<file path="src/rtl/c1d_pkg.sv">
package c1d_pkg;

  localparam int PIX_W          = 8;
  localparam int TAP_W          = 5;
  localparam int COEF_W         = 16;
  localparam int COEF_WORDS     = 4;
  localparam int COEFS_PER_WORD = 4;
  localparam int CFG_DATA_W     = 64;
  localparam int CFG_IDX_W      = 3;
  localparam int GROUP_SIZE     = 4;
  localparam int ACC_W          = 16;

  typedef logic [PIX_W-1:0]      pixel_t;
  typedef logic [COEF_W-1:0]     coef_t;
  typedef logic [CFG_DATA_W-1:0] coef_word_t;
  typedef logic [CFG_IDX_W-1:0]  cfg_idx_t;
  typedef logic [TAP_W-1:0]      tap_t;
  typedef logic [ACC_W-1:0]      acc_t;

  localparam cfg_idx_t REG_TAP_COUNT = 3'd0;
  localparam cfg_idx_t REG_COEF_0    = 3'd1;
  localparam cfg_idx_t REG_COEF_1    = 3'd2;
  localparam cfg_idx_t REG_COEF_2    = 3'd3;
  localparam cfg_idx_t REG_COEF_3    = 3'd4;

  localparam tap_t   TAP_RESET = 5'd1;
  localparam pixel_t PIX_MAX   = 8'd255;

  typedef struct packed {
    logic valid;
    logic last;
  } stage_ctrl_t;

endpackage

</file>
<file path="src/rtl/c1d_mult.sv">
module c1d_mult #(
  parameter int MAX_TAPS = 16
) (
  input  logic                                             clk,
  input  logic                                             rst,
  input  c1d_pkg::stage_ctrl_t                             ctrl_in,
  input  c1d_pkg::pixel_t [MAX_TAPS-1:0]                   lanes,
  input  c1d_pkg::coef_word_t [c1d_pkg::COEF_WORDS-1:0]    coef_words,
  input  logic                                             ready_dn,
  output logic                                             ready_up,
  output c1d_pkg::stage_ctrl_t                             ctrl_out,
  output c1d_pkg::pixel_t [MAX_TAPS-1:0]                   terms
);

  localparam int PROD_W = c1d_pkg::PIX_W + c1d_pkg::COEF_W;

  logic [PROD_W-1:0]               prod [MAX_TAPS];
  c1d_pkg::pixel_t [MAX_TAPS-1:0]  terms_r;
  logic                            valid_r;
  logic                            last_r;

  for (genvar k = 0; k < MAX_TAPS; k++) begin : g_lane
    c1d_pkg::coef_t coef;
    assign coef = coef_words[k / c1d_pkg::COEFS_PER_WORD]
                  [(k % c1d_pkg::COEFS_PER_WORD) * c1d_pkg::COEF_W +: c1d_pkg::COEF_W];
    assign prod[k] = PROD_W'(lanes[k]) * PROD_W'(coef);
  end

  assign ready_up = !valid_r || ready_dn;

  always_ff @(posedge clk) begin
    if (rst) begin
      valid_r <= 1'b0;
    end else if (ready_up) begin
      valid_r <= ctrl_in.valid;
    end
  end

  // Q16 product, integer part only
  always_ff @(posedge clk) begin
    if (ready_up && ctrl_in.valid) begin
      last_r <= ctrl_in.last;
      for (int k = 0; k < MAX_TAPS; k++) begin
        terms_r[k] <= prod[k][PROD_W-1:c1d_pkg::COEF_W];
      end
    end
  end

  assign ctrl_out = '{valid: valid_r, last: last_r};
  assign terms    = terms_r;

endmodule

</file>
<file path="config.mk">
export PLATFORM = sky130hd
export DESIGN_NAME = c1d_mult
export DESIGN_NICKNAME = d
export VERILOG_FILES = /design/src/rtl/c1d_pkg.sv /design/src/rtl/c1d_mult.sv
export SDC_FILE = /design/constraint.sdc
export NUM_CORES = 2
export LEC_CHECK = 0
export BUFFER_PORTS_ARGS = -buffer_cell sky130_fd_sc_hd__buf_2
export CORE_MARGIN = 1.5
export CORE_UTILIZATION = 64
export DETAILED_ROUTE_END_ITERATION = 10
export HOLD_SLACK_MARGIN = 0.15
export PLACE_DENSITY = 0.85
export SYNTH_ARGS = -nofsm -noshare
export SYNTH_HDL_FRONTEND = slang
export SYNTH_SLANG_ARGS = --single-unit
</file>
<file path="constraint.sdc">
create_clock -name clk -period 6.21 [get_ports clk]
set_input_delay 0.9315 -clock clk [delete_from_list [all_inputs] [get_ports clk]]
set_output_delay 0.9315 -clock clk [all_outputs]
set_load 0.005 [all_outputs]
</file>
==> impl_summary.log <==
INFO  metric numClockSinks = 130
INFO  metric gpl.final_weighted_congestion = around 0.95
INFO  metric floorplan.die.width = ~310 um
INFO  metric cts.hold.buffers_added = 0
INFO  metric clkLatencyLatePin = 0.52 ns
INFO  metric initial_utilization = 0.649
INFO  metric post-cts-setup-buffers = 0
INFO  metric finalSetupViolCount = 0
INFO  metric cts_inserted_buffers = 17
INFO  metric numPortBuffers = 519
INFO  metric worstSetupStartpoint = lanes[99]
INFO  metric synth_top_area_share = 0.430
INFO  metric maxSlewViolCount = 0
INFO  metric crit-reg2reg-launch = valid_r
INFO  metric fin_total_pwr = about 0.018 W
INFO  metric cts_resized = 0
INFO  metric synth-edff-count = between 100 and 150
INFO  metric critPathRequiredTime = ~6.5 ns
INFO  metric worst_ir_drop_vdd = between 0.3 and 0.4 mV
INFO  metric worst-r2r-cell-count = 3
INFO  metric max-clock-path-buffers = 2
INFO  metric cap_violations = 0
INFO  metric share_of_flip_flops_with_an_asynchronous_set_or_reset = 0
INFO  metric die-area = about 100,000 um^2
INFO  metric via_count_of_the_first_global_routing_pass = roughly 51,000
INFO  metric holdPathStages = 2
INFO  metric fin_skew = 0.0123 ns
INFO  metric worst-setup-path-type = input pin to flip-flop
INFO  metric crit_path_max_fanout = 16
INFO  metric core_area = roughly 95,000 um^2
INFO  metric chipHeight = between 300 and 400 um
INFO  metric ys_dominant_reg_cell = edfxtp_1
INFO  metric holdCritPathClass = flip-flop to flip-flop
INFO  metric cp_top_family = adder cells
INFO  metric hold_slack = 0.544 ns
INFO  metric finalCritPeriodShare = 0.862
INFO  metric cts_tree = done
INFO  metric post_drt_via_cell_ratio = 5.55
INFO  metric maxClockFrequency = around 0.19 GHz
INFO  metric cts_htree_levels = 4
INFO  metric layout.cell_area.non_filler = about 66,000 um^2
INFO  metric drt-wirelength-per-cell = roughly 17 um
INFO  metric run_status = complete, no violations
INFO  metric syn_nets = 8,947
INFO  metric post-route-min-period = around 5.4 ns
INFO  metric drt-pass1-iter-count = 8
INFO  metric drc = 0
INFO  metric post_synth_main_area_contributors = fa_1 (43%), and2_1 (17%), ha_1 (13%)
INFO  metric synth_area_leader_cell = fa_1
INFO  metric critical-path-slowest-cell = o21ai_0
INFO  metric hold_path_end = valid_r
INFO  metric rr_endpoint = terms[8]
INFO  metric synth_cells = 6,574
INFO  metric grt_start_max_net_pins = 83
INFO  metric netlist_area = approximately 60,000 um^2
INFO  metric number_of_synthesized_register_bits = 130
INFO  metric leakagePower = roughly 35 nW
INFO  metric synth.distinct_cells = 78
INFO  metric worst-slew-pin-transition = about 0.85 ns
INFO  metric layout.nets = between 9,000 and 10,000
INFO  metric min-delay-start = valid_r
INFO  metric areaGrowthSynthToFinish = 7.15%
INFO  metric max_slew_margin = 0.433
INFO  metric timing_hold_violations_final = 0
INFO  metric overall_track_demand_over_capacity_in_global_routing = 0.304
INFO  metric post_synth.cell_area_avg = 9.40 um^2
INFO  metric tns = 0 ns
INFO  metric most_numerous_cell_on_the_critical_path = fa_1
INFO  metric critPathLaunchType = input pin
INFO  metric seq_area_frac_synth = 0.0630
INFO  metric dr.first_iter.drc_count = about 2,800
INFO  metric cts_root_buf = clkbuf_16
INFO  metric cp.arrival = roughly 5.6 ns
INFO  metric p_per_cell_area = roughly 270 nW/um^2
INFO  metric clk_pin_slew_worst_paths = ~0.07 ns
INFO  metric regToRegSetupSlack = 4.08 ns
INFO  metric grt_setup_unrepaired = false
INFO  metric utilization = 0.695
INFO  metric timing.critical_path.to_type = flip-flop
INFO  metric io_pins = 520
INFO  metric grt.overflow.total = 0
INFO  metric yosysWarnings = 0
INFO  metric placementRows = between 100 and 150
INFO  metric antenna_violating_nets_post_route = 0
INFO  metric antenna_found_initial = 42
INFO  metric post-dp-hpwl = approximately 120,000 um
INFO  metric dpl-instance-area = approximately 66,000 um^2
INFO  metric cp_cell_sequence = buf_2 -> and2_1 -> fa_1 -> fa_1 -> fa_1 -> inv_1 -> fa_1 -> inv_1 -> ha_1 -> and3_1 -> nand3_1 -> o21ai_0 -> a211oi_1 -> o31ai_1 -> a21oi_1 -> xnor2_1
INFO  metric critical-path-max-stage-delay = about 0.59 ns
INFO  metric layout_cell_share_with_drive_strength_beyond_1 = 0.0826
INFO  metric wirelength = about 140,000 um
INFO  metric grt_pass1_wl = ~240,000 um
INFO  metric route.vias.total = 46,000
INFO  metric timing.critical_path.buf_inv = 3
==> cells in the final DEF (no fill, tap or decap), drive strengths merged, types with 5 or more instances in the layout <==
cell / n
nand3: 31
xnor2: 69
nand2: 383
o21bai: 11
and2: 1687
xor2: 51
edfxtp: 129
a31o: 8
a2111oi: 6
a31oi: 15
o21ai: 60
ha: 656
clkinv: 5
and4b: 7
nand2b: 11
o31ai: 6
diode: 39
nand4: 25
a21oi: 115
or3: 6
nand4b: 5
and4: 7
clkbuf: 18
o21a: 17
nor3: 31
nor2b: 9
and3: 22
buf: 521
o22ai: 5
o211ai: 17
inv: 1515
a211oi: 15
a21o: 65
fa: 1328
nor2: 69
a21boi: 8
==> cell usage after synthesis, types with 3 or more instances <==
cell and count:
and2_1 1687, inv_1 1514, fa_1 1328, ha_1 656, nand2_1 383, clkbuf_1 129, edfxtp_1 129, a21oi_1 114
nor2_1 69, xnor2_1 69, a21o_1 63, o21ai_0 58, xor2_1 51, nand3_1 31, nor3_1 31, nand4_1 25
and3_1 20, o211ai_1 17, o21a_1 17, a211oi_1 14, a31oi_1 14, nand2b_1 11, o21bai_1 11, nor2b_1 9
a21boi_0 7, a31o_2 7, and4b_1 7, and4_1 6, or3_1 6, a2111oi_0 5, nand4b_1 5, o22ai_1 5
o31ai_1 5, a211o_1 4, a221oi_1 4, o221ai_1 4, a41oi_1 3, o2111ai_1 3, or2_2 3, or4_1 3
==> power breakdown <==
part / internal, W / total [W] / switching [W] / leakage [nW]
combinational: 0.00636 / 0.0147 / 0.00838 / 33.4
clock: 0.000668 / 0.00117 / 0.000506 / 0.290
sequential: 0.00176 / 0.00193 / 0.000163 / 1.26
==> registers in the layout, summed over array words and instances (netlist names) <==
signal and cells:
terms 128, last_r 1, valid_r 1
==> final cells by class <==
| type | count | area (um^2) |
|---|---|---|
| multi-input combinational | 4798 | 51700 |
| clock buffer | 18 | 429 |
| tap | 1265 | 1580 |
| timing repair buffer | 521 | 2630 |
| clock inverter | 14 | 186 |
| sequential | 130 | 3890 |
| inverter | 1514 | 5680 |
| fill | 7094 | 29000 |
| antenna | 39 | 97.6 |
==> cells by family after synthesis <==
| kind of cell | Yosys count | synth area share |
|---|---|---|
| AOI/OAI and AO/OA | 386 | 0.0420 |
| adders and majority gates | 1984 | 0.563 |
| and+or+nand+nor | 2307 | 0.215 |
| xor gates and xnor gates | 120 | 0.0170 |
| buffers and inverters | 1646 | 0.100 |
| DFF | 130 | 0.0630 |
| muxes | 1 | 0.000162 |
==> through the flow <==
stage / instances / setup slack, ns
after floorplan: 6574 / 0.836
after global placement: 8228 / 0.517
after CTS: 8260 / 0.959
after global routing: 8294 / 0.618
after detailed placement: 8228 / 0.402
final: 8299 / 0.858
==> worst reg2reg max path: cells and delay by family (launching register included) <==
family | cells | cell delay, ns
flops | 1 | 0.31
buf+inv | 1 | 0.43
simple gates | 2 | 0.80
==> routing by layer <==
| metal | share of wire | vias up | routed length, um | GRT usage |
|---|---|---|---|---|
| li1 | - | 20500 | - | - |
| met1 | 0.38 | 23400 | 54700 | 0.375 |
| met2 | 0.51 | 1686 | 72100 | 0.530 |
| met3 | 0.069 | 401 | 9870 | 0.0454 |
| met4 | 0.038 | 12 | 5440 | 0.131 |
| met5 | 0.00048 | - | 68 | 0 |
==> worst max-delay path by stage <==
stage,to,cells after the start
floorplan,terms[127],17
global placement,terms[53],18
detailed placement,terms[55],18
CTS,terms[55],18
global route,terms[53],18
finish,terms[103],16
Power figures use the tool's default switching activity.
