### config.mk
export PLATFORM = sky130hd
export DESIGN_NAME = c1d_accum_flat
export DESIGN_NICKNAME = d
export VERILOG_FILES = /design/src/rtl/c1d_pkg.sv /design/src/rtl/c1d_out_if.sv /design/src/rtl/c1d_accum.sv /design/src/flat_wrapper.sv
export SDC_FILE = /design/constraint.sdc
export NUM_CORES = 1
export LEC_CHECK = 0
export BUFFER_PORTS_ARGS = -buffer_cell sky130_fd_sc_hd__buf_2
export CAP_MARGIN = 20
export CORE_UTILIZATION = 60
export DETAILED_ROUTE_END_ITERATION = 7
export PLACE_DENSITY = 0.88
export SETUP_SLACK_MARGIN = 0.15
export SLEW_MARGIN = 20
export SYNTH_ARGS = -nofsm -noshare
export SYNTH_HDL_FRONTEND = slang
export SYNTH_SLANG_ARGS = --single-unit
### constraint.sdc
create_clock -name clk -period 6.95 [get_ports clk]
set_input_delay 0.695 -clock clk [delete_from_list [all_inputs] [get_ports clk]]
set_output_delay 0.695 -clock clk [all_outputs]
set_load 0.01 [all_outputs]
### src/rtl/c1d_pkg.sv
package c1d_pkg;

  localparam int PIX_W          = 8;
  localparam int TAP_W          = 5;
  localparam int COEF_W         = 16;
  localparam int COEF_WORDS     = 4;
  localparam int COEFS_PER_WORD = 4;
  localparam int CFG_DATA_W     = 64;
  localparam int CFG_IDX_W      = 3;
  localparam int GROUP_SIZE     = 4;
  localparam int ACC_W          = 16;

  typedef logic [PIX_W-1:0]      pixel_t;
  typedef logic [COEF_W-1:0]     coef_t;
  typedef logic [CFG_DATA_W-1:0] coef_word_t;
  typedef logic [CFG_IDX_W-1:0]  cfg_idx_t;
  typedef logic [TAP_W-1:0]      tap_t;
  typedef logic [ACC_W-1:0]      acc_t;

  localparam cfg_idx_t REG_TAP_COUNT = 3'd0;
  localparam cfg_idx_t REG_COEF_0    = 3'd1;
  localparam cfg_idx_t REG_COEF_1    = 3'd2;
  localparam cfg_idx_t REG_COEF_2    = 3'd3;
  localparam cfg_idx_t REG_COEF_3    = 3'd4;

  localparam tap_t   TAP_RESET = 5'd1;
  localparam pixel_t PIX_MAX   = 8'd255;

  typedef struct packed {
    logic valid;
    logic last;
  } stage_ctrl_t;

endpackage

### src/rtl/c1d_out_if.sv
interface c1d_out_if;
  logic            valid;
  logic            ready;
  c1d_pkg::pixel_t pixel_out;
  logic            row_done;

  modport source(output valid, output pixel_out, output row_done, input ready);
  modport sink(input valid, input pixel_out, input row_done, output ready);
endinterface

### src/rtl/c1d_accum.sv
module c1d_accum #(
  parameter int MAX_TAPS = 16
) (
  input  logic                            clk,
  input  logic                            rst,
  input  c1d_pkg::stage_ctrl_t            ctrl_in,
  input  c1d_pkg::pixel_t [MAX_TAPS-1:0]  terms,
  output logic                            ready_up,
  c1d_out_if.source                       res
);

  localparam int GS     = c1d_pkg::GROUP_SIZE;
  localparam int GRP    = (MAX_TAPS + GS - 1) / GS;
  localparam int PART_W = c1d_pkg::PIX_W + $clog2(GS);

  c1d_pkg::pixel_t    padded [GRP*GS];
  logic [PART_W-1:0]  part_next [GRP];
  logic [PART_W-1:0]  part [GRP];
  c1d_pkg::acc_t      acc;
  c1d_pkg::pixel_t    sat;
  logic               valid_a;
  logic               last_a;
  logic               valid_b;
  logic               ready_b;
  c1d_pkg::pixel_t    pixel_b;
  logic               last_b;

  always_comb begin
    for (int i = 0; i < GRP * GS; i++) begin
      padded[i] = '0;
    end
    for (int i = 0; i < MAX_TAPS; i++) begin
      padded[i] = terms[i];
    end
    for (int g = 0; g < GRP; g++) begin
      part_next[g] = '0;
      for (int j = 0; j < GS; j++) begin
        part_next[g] = PART_W'(part_next[g] + PART_W'(padded[g*GS + j]));
      end
    end
  end

  // 16-bit wrap, then signed clamp to 0..255
  always_comb begin
    acc = '0;
    for (int g = 0; g < GRP; g++) begin
      acc = c1d_pkg::ACC_W'(acc + c1d_pkg::ACC_W'(part[g]));
    end
    if (acc[c1d_pkg::ACC_W-1]) begin
      sat = '0;
    end else if (acc > c1d_pkg::ACC_W'(c1d_pkg::PIX_MAX)) begin
      sat = c1d_pkg::PIX_MAX;
    end else begin
      sat = acc[c1d_pkg::PIX_W-1:0];
    end
  end

  assign ready_b  = !valid_b || res.ready;
  assign ready_up = !valid_a || ready_b;

  always_ff @(posedge clk) begin
    if (rst) begin
      valid_a <= 1'b0;
      valid_b <= 1'b0;
    end else begin
      if (ready_up) begin
        valid_a <= ctrl_in.valid;
      end
      if (ready_b) begin
        valid_b <= valid_a;
      end
    end
  end

  always_ff @(posedge clk) begin
    if (ready_up && ctrl_in.valid) begin
      last_a <= ctrl_in.last;
      part   <= part_next;
    end
    if (ready_b && valid_a) begin
      pixel_b <= sat;
      last_b  <= last_a;
    end
  end

  assign res.valid     = valid_b;
  assign res.pixel_out = pixel_b;
  assign res.row_done  = last_b;

endmodule

### src/flat_wrapper.sv
// flat-port wrapper written by rule: the top's interface ports become plain ports
module c1d_accum_flat 
#(
  parameter int MAX_TAPS = 16
)
  (clk, rst, ctrl_in, terms, ready_up, res_valid, res_pixel_out, res_row_done, res_ready);
  c1d_out_if res_i ();
  input  logic clk;
  input  logic rst;
  input  c1d_pkg::stage_ctrl_t ctrl_in;
  input  c1d_pkg::pixel_t [MAX_TAPS-1:0] terms;
  output logic ready_up;
  output wire logic [$bits(res_i.valid)-1:0] res_valid;
  output wire logic [$bits(res_i.pixel_out)-1:0] res_pixel_out;
  output wire logic [$bits(res_i.row_done)-1:0] res_row_done;
  input wire logic [$bits(res_i.ready)-1:0] res_ready;
  assign res_valid = res_i.valid;
  assign res_pixel_out = res_i.pixel_out;
  assign res_row_done = res_i.row_done;
  assign res_i.ready = res_ready;
  c1d_accum #(.MAX_TAPS(MAX_TAPS)) u_core (.clk(clk), .rst(rst), .ctrl_in(ctrl_in), .terms(terms), .ready_up(ready_up), .res(res_i));
endmodule
==> results_tabular.tex <==
\begin{tabular}{lr}
\hline
Metric & Value \\
\hline
\multicolumn{2}{l}{\textbf{Die}} \\
Die X & 102 µm \\
Area of the placeable core & 9730 µm² \\
Height of the die & 102 µm \\
Full die area & 10400 µm² \\
Effective utilization at floorplan & 61.8\% \\
Number of rows in the core area & 36 \\
I/O pin total & 144 \\
\multicolumn{2}{l}{\textbf{Layout}} \\
Area growth from synthesis to final layout & 16.2\% \\
Final-stage net count & 1057 \\
Final design utilization & 71.8\% \\
Antenna Cells & 0 \\
Share of layout cells above drive strength 1 & 19.8\% \\
Final Non-Filler Cells & 922 \\
\multicolumn{2}{l}{\textbf{Clock network}} \\
\# resized after CTS & 0 \\
CTS H-tree lvls & 2 \\
Clock buffer count from CTS & 5 \\
Post-CTS Hold Fix Bufs & 0 \\
CTS tree & yes \\
Maximum root-to-sink buffer count & 2 \\
Root buffer cell & sky130\_fd\_sc\_hd\_\_clkbuf\_8 \\
Clock-pin slew reported for the worst setup and hold paths after clock tree synthesis & 90 ps \\
Number of buffers inserted to repair setup after CTS & 0 \\
Skew-Pair Late Insertion Delay & 300 ps \\
Sinks on the clock net & 52 \\
\multicolumn{2}{l}{\textbf{Timing}} \\
Period utilization & 64.5\% \\
TNS Setup & 0 ps \\
Setup-violating endpoint count in the final report & 0 \\
Worst rel slew slack & 38.9\% \\
Hold Fails Final Rpt & 0 \\
Tmin final & 4480 ps \\
Number of max-slew violations in the final report & 0 \\
Worst-Margin Slew & 916 ps \\
Peak clock frequency supported by timing & 223 MHz \\
Maximum clock skew at final layout & 8.89 ps \\
Final WS setup & 2470 ps \\
Setup repair after global routing missed its margin & no \\
\multicolumn{2}{l}{\textbf{Route}} \\
First-iteration detailed-routing DRC count & 109 \\
Average wire length per cell after detail routing & 11.9 µm \\
Via/cell ratio & 5.07 \\
Number of nets still failing antenna checks after routing & 0 \\
Routed vias & 4674 \\
Count of unresolved DRC violations after routing & 0 \\
Total wire length & 11000 µm \\
Pre-Repair DR Iteration Count & 4 \\
\multicolumn{2}{l}{\textbf{Global routing}} \\
First-pass GRT wire length & 18500 µm \\
Initial antenna violation count & 0 \\
Sum of overflow across all layers after global routing & 0 \\
Total GRT Usage & 22.1\% \\
Via count of the first global-routing pass & 4624 \\
Pin count of the biggest net entering global routing & 42 \\
\multicolumn{2}{l}{\textbf{Power and ir drop}} \\
Sw Pwr & 1.67 mW \\
Worst-case vdd ir drop & 417 µV \\
Portion of total power attributed to sequential cells & 16.9\% \\
Power per unit of standard cell area & 496 nW/µm² \\
Internal Dissipation & 1.80 mW \\
Total power & 3.47 mW \\
Switching Share & 48.1\% \\
Static leakage power & 3.65 nW \\
Combinational share of power & 78.2\% \\
Clock group share of total power & 4.9\% \\
\multicolumn{2}{l}{\textbf{Min path}} \\
Hold path start & u\_core.last\_a\$\_DFFE\_PP\_ \\
Worst min path class & reg2reg \\
Worst Hold Path Cells & 0 \\
Hold Crit Endpoint & u\_core.res.row\_done\$\_DFFE\_PP\_ \\
\multicolumn{2}{l}{\textbf{Logic synthesis}} \\
Most frequent cells after synthesis & sky130\_fd\_sc\_hd\_\_inv\_1, sky130\_fd\_sc\_hd\_\_ha\_1, sky130\_fd\_sc\_hd\_\_fa\_1, sky130\_fd\_sc\_hd\_\_edfxtp\_1 \\
Total number of yosys warnings & 0 \\
Top-count cell post-synth & sky130\_fd\_sc\_hd\_\_inv\_1 \\
Post-synthesis cell count & 638 \\
Top post-synthesis cells by area & sky130\_fd\_sc\_hd\_\_edfxtp\_1, sky130\_fd\_sc\_hd\_\_ha\_1, sky130\_fd\_sc\_hd\_\_fa\_1 \\
Flip-flop and latch count after synthesis & 52 \\
Avg Synthesized Cell Area & 9.43 µm² \\
Proportion of synthesized chip area in sequential cells & 25.6\% \\
Cell area after technology mapping & 6020 µm² \\
Async set or reset register ratio after synthesis & 0\% \\
Synth top area share & 25.0\% \\
Count of different cell masters after synthesis & 39 \\
Biggest area consumer among synthesized cells & sky130\_fd\_sc\_hd\_\_edfxtp\_1 \\
Primary flip-flop cell chosen by synthesis mapping & sky130\_fd\_sc\_hd\_\_edfxtp\_1 \\
Post-Syn Nets & 907 \\
Number of synthesized flops with an enable pin & 50 \\
\multicolumn{2}{l}{\textbf{Worst setup path}} \\
Required time of the critical path & 7000 ps \\
Signal arrival time at the worst endpoint & 4530 ps \\
Crit path kind & reg2reg \\
Slowest Stage Delay on Critical Path & 520 ps \\
Cell with the largest stage delay on the worst path & sky130\_fd\_sc\_hd\_\_fa\_1 \\
Reg-to-reg critical path startpoint & u\_core.part[20]\$\_DFFE\_PP\_ \\
Reg2Reg Capture Point & u\_core.res.pixel\_out[2]\$\_SDFFCE\_PN1P\_ \\
Startpoint type of the worst setup path & flop \\
Flop-to-flop setup slack & 2470 ps \\
Maximum net fanout on the critical path & 7 \\
Worst path cell trace & ha\_1 > fa\_1 > a21o\_1 > a21oi\_1 > o21ai\_0 > o41ai\_1 > xor2\_1 > fa\_1 > inv\_1 > ha\_1 > o21a\_1 > nor2\_1 > a2111oi\_0 > and4\_1 > o21ai\_2 > or2\_1 \\
Count of cells along the worst register-to-register path & 16 \\
Worst setup EP type & flop \\
\multicolumn{2}{l}{\textbf{Placed design}} \\
Estimated wirelength of the detail-placed design & 9870 µm \\
Worst slack at placement & 2520 ps \\
Port buffer count & 143 \\
Routability Congestion & 0.842 \\
Placed Instances & 914 \\
\multicolumn{2}{l}{\textbf{Run status}} \\
Run status & completed \\
\multicolumn{2}{l}{\textbf{Job}} \\
Max-cap check violation count & 0 \\
\hline
\end{tabular}
-- metal layers --
metal / wire (µm) / share of wire (%) / vias up / GRT usage (%)
met5: 0 / 0 / - / 0
met4: 355 / 3.2 / 0 / 7.47
met3: 331 / 3.0 / 24 / 2.74
met2: 5800 / 53 / 99 / 43.6
met1: 4470 / 41 / 2176 / 24.2
li1: - / - / 2375 / -
-- power by group through the flow --
stage / registers, mW / logic, mW / clock network [mW]
after CTS: 0.587 / 2.72 / 0.172
after floorplan: 0.586 / 2.16 / 0
after detailed placement: 0.593 / 2.70 / 0
after global placement: 0.591 / 2.60 / 0
final: 0.586 / 2.71 / 0.169
after global routing: 0.598 / 3.12 / 0.185
-- worst max-delay path: cells and delay by family (launching register included) --
| family | cells | cell delay [ps] |
|---|---|---|
| adder cells (fa/ha/maj) | 4 | 1580 |
| AO/OA/AOI/OAI | 7 | 1520 |
| buffers and inverters | 1 | 40 |
| flip-flops | 1 | 380 |
| XOR/XNOR | 1 | 170 |
| AND/OR/NAND/NOR | 3 | 570 |
-- stage by stage --
step | hold WS [ps] | cell area [µm²]
after floorplan | 400 | 6020
after CTS | 457 | 6990
after global routing | 457 | 6990
final | 453 | 6990
after global placement | 418 | 6900
after detailed placement | 423 | 6900
-- layout make-up --
type | count | area [µm²]
Timing Repair Buffer | 143 | 716
Inverter | 168 | 631
Fill cell | 745 | 2740
Clock inverter | 2 | 16.3
Multi-Input combinational cell | 418 | 3850
Sequential cell | 52 | 1540
Clock buffer | 6 | 72.6
Tap cell | 133 | 166
-- cells by family (layout without fill, tap and decap cells) --
family,count (synthesis),in the layout,share of synthesized area (%)
AOI/OAI and AO/OA,114,114,12.1
adders and majority gates,136,136,34.8
buffers and inverters,168,319,10.5
xor gates and xnor gates,59,59,8.59
DFF,52,52,25.6
and+or+nand+nor,109,109,8.40
-- registers in the layout, summed over array words and instances (netlist names) --
| signal | count |
|---|---|
| u_core.valid_a | 1 |
| u_core.res.row_done | 1 |
| u_core.part | 40 |
| u_core.last_a | 1 |
| u_core.res.valid | 1 |
| u_core.res.pixel_out | 8 |
-- placed cells by master, fill, tap and decap left out, types with 3 or more instances in the layout --
cell type and count:
sky130_fd_sc_hd__o21bai_1 6, sky130_fd_sc_hd__o21a_1 3, sky130_fd_sc_hd__nor3_1 12, sky130_fd_sc_hd__inv_1 168, sky130_fd_sc_hd__edfxtp_1 50, sky130_fd_sc_hd__nand3_1 3, sky130_fd_sc_hd__buf_2 143, sky130_fd_sc_hd__nor2_1 36
sky130_fd_sc_hd__xnor2_1 36, sky130_fd_sc_hd__o41ai_1 9, sky130_fd_sc_hd__xor2_1 23, sky130_fd_sc_hd__ha_1 84, sky130_fd_sc_hd__nand2b_1 10, sky130_fd_sc_hd__clkbuf_8 5, sky130_fd_sc_hd__nor2b_1 6, sky130_fd_sc_hd__a21oi_1 36
sky130_fd_sc_hd__nand2_1 31, sky130_fd_sc_hd__o21ai_0 27, sky130_fd_sc_hd__fa_1 52, sky130_fd_sc_hd__a21o_1 18, sky130_fd_sc_hd__o211ai_1 3
-- worst max-delay path by stage --
stage	from	endpoint
after floorplan	u_core.part[20]$_DFFE_PP_	u_core.res.pixel_out[2]$_SDFFCE_PN1P_
after global placement	u_core.part[20]$_DFFE_PP_	u_core.res.pixel_out[1]$_SDFFCE_PN1P_
after detailed placement	u_core.part[30]$_DFFE_PP_	u_core.res.pixel_out[2]$_SDFFCE_PN1P_
after CTS	u_core.part[20]$_DFFE_PP_	u_core.res.pixel_out[2]$_SDFFCE_PN1P_
after global routing	u_core.part[20]$_DFFE_PP_	u_core.res.pixel_out[1]$_SDFFCE_PN1P_
final	u_core.part[20]$_DFFE_PP_	u_core.res.pixel_out[2]$_SDFFCE_PN1P_
(Power assumes the default switching activity.)
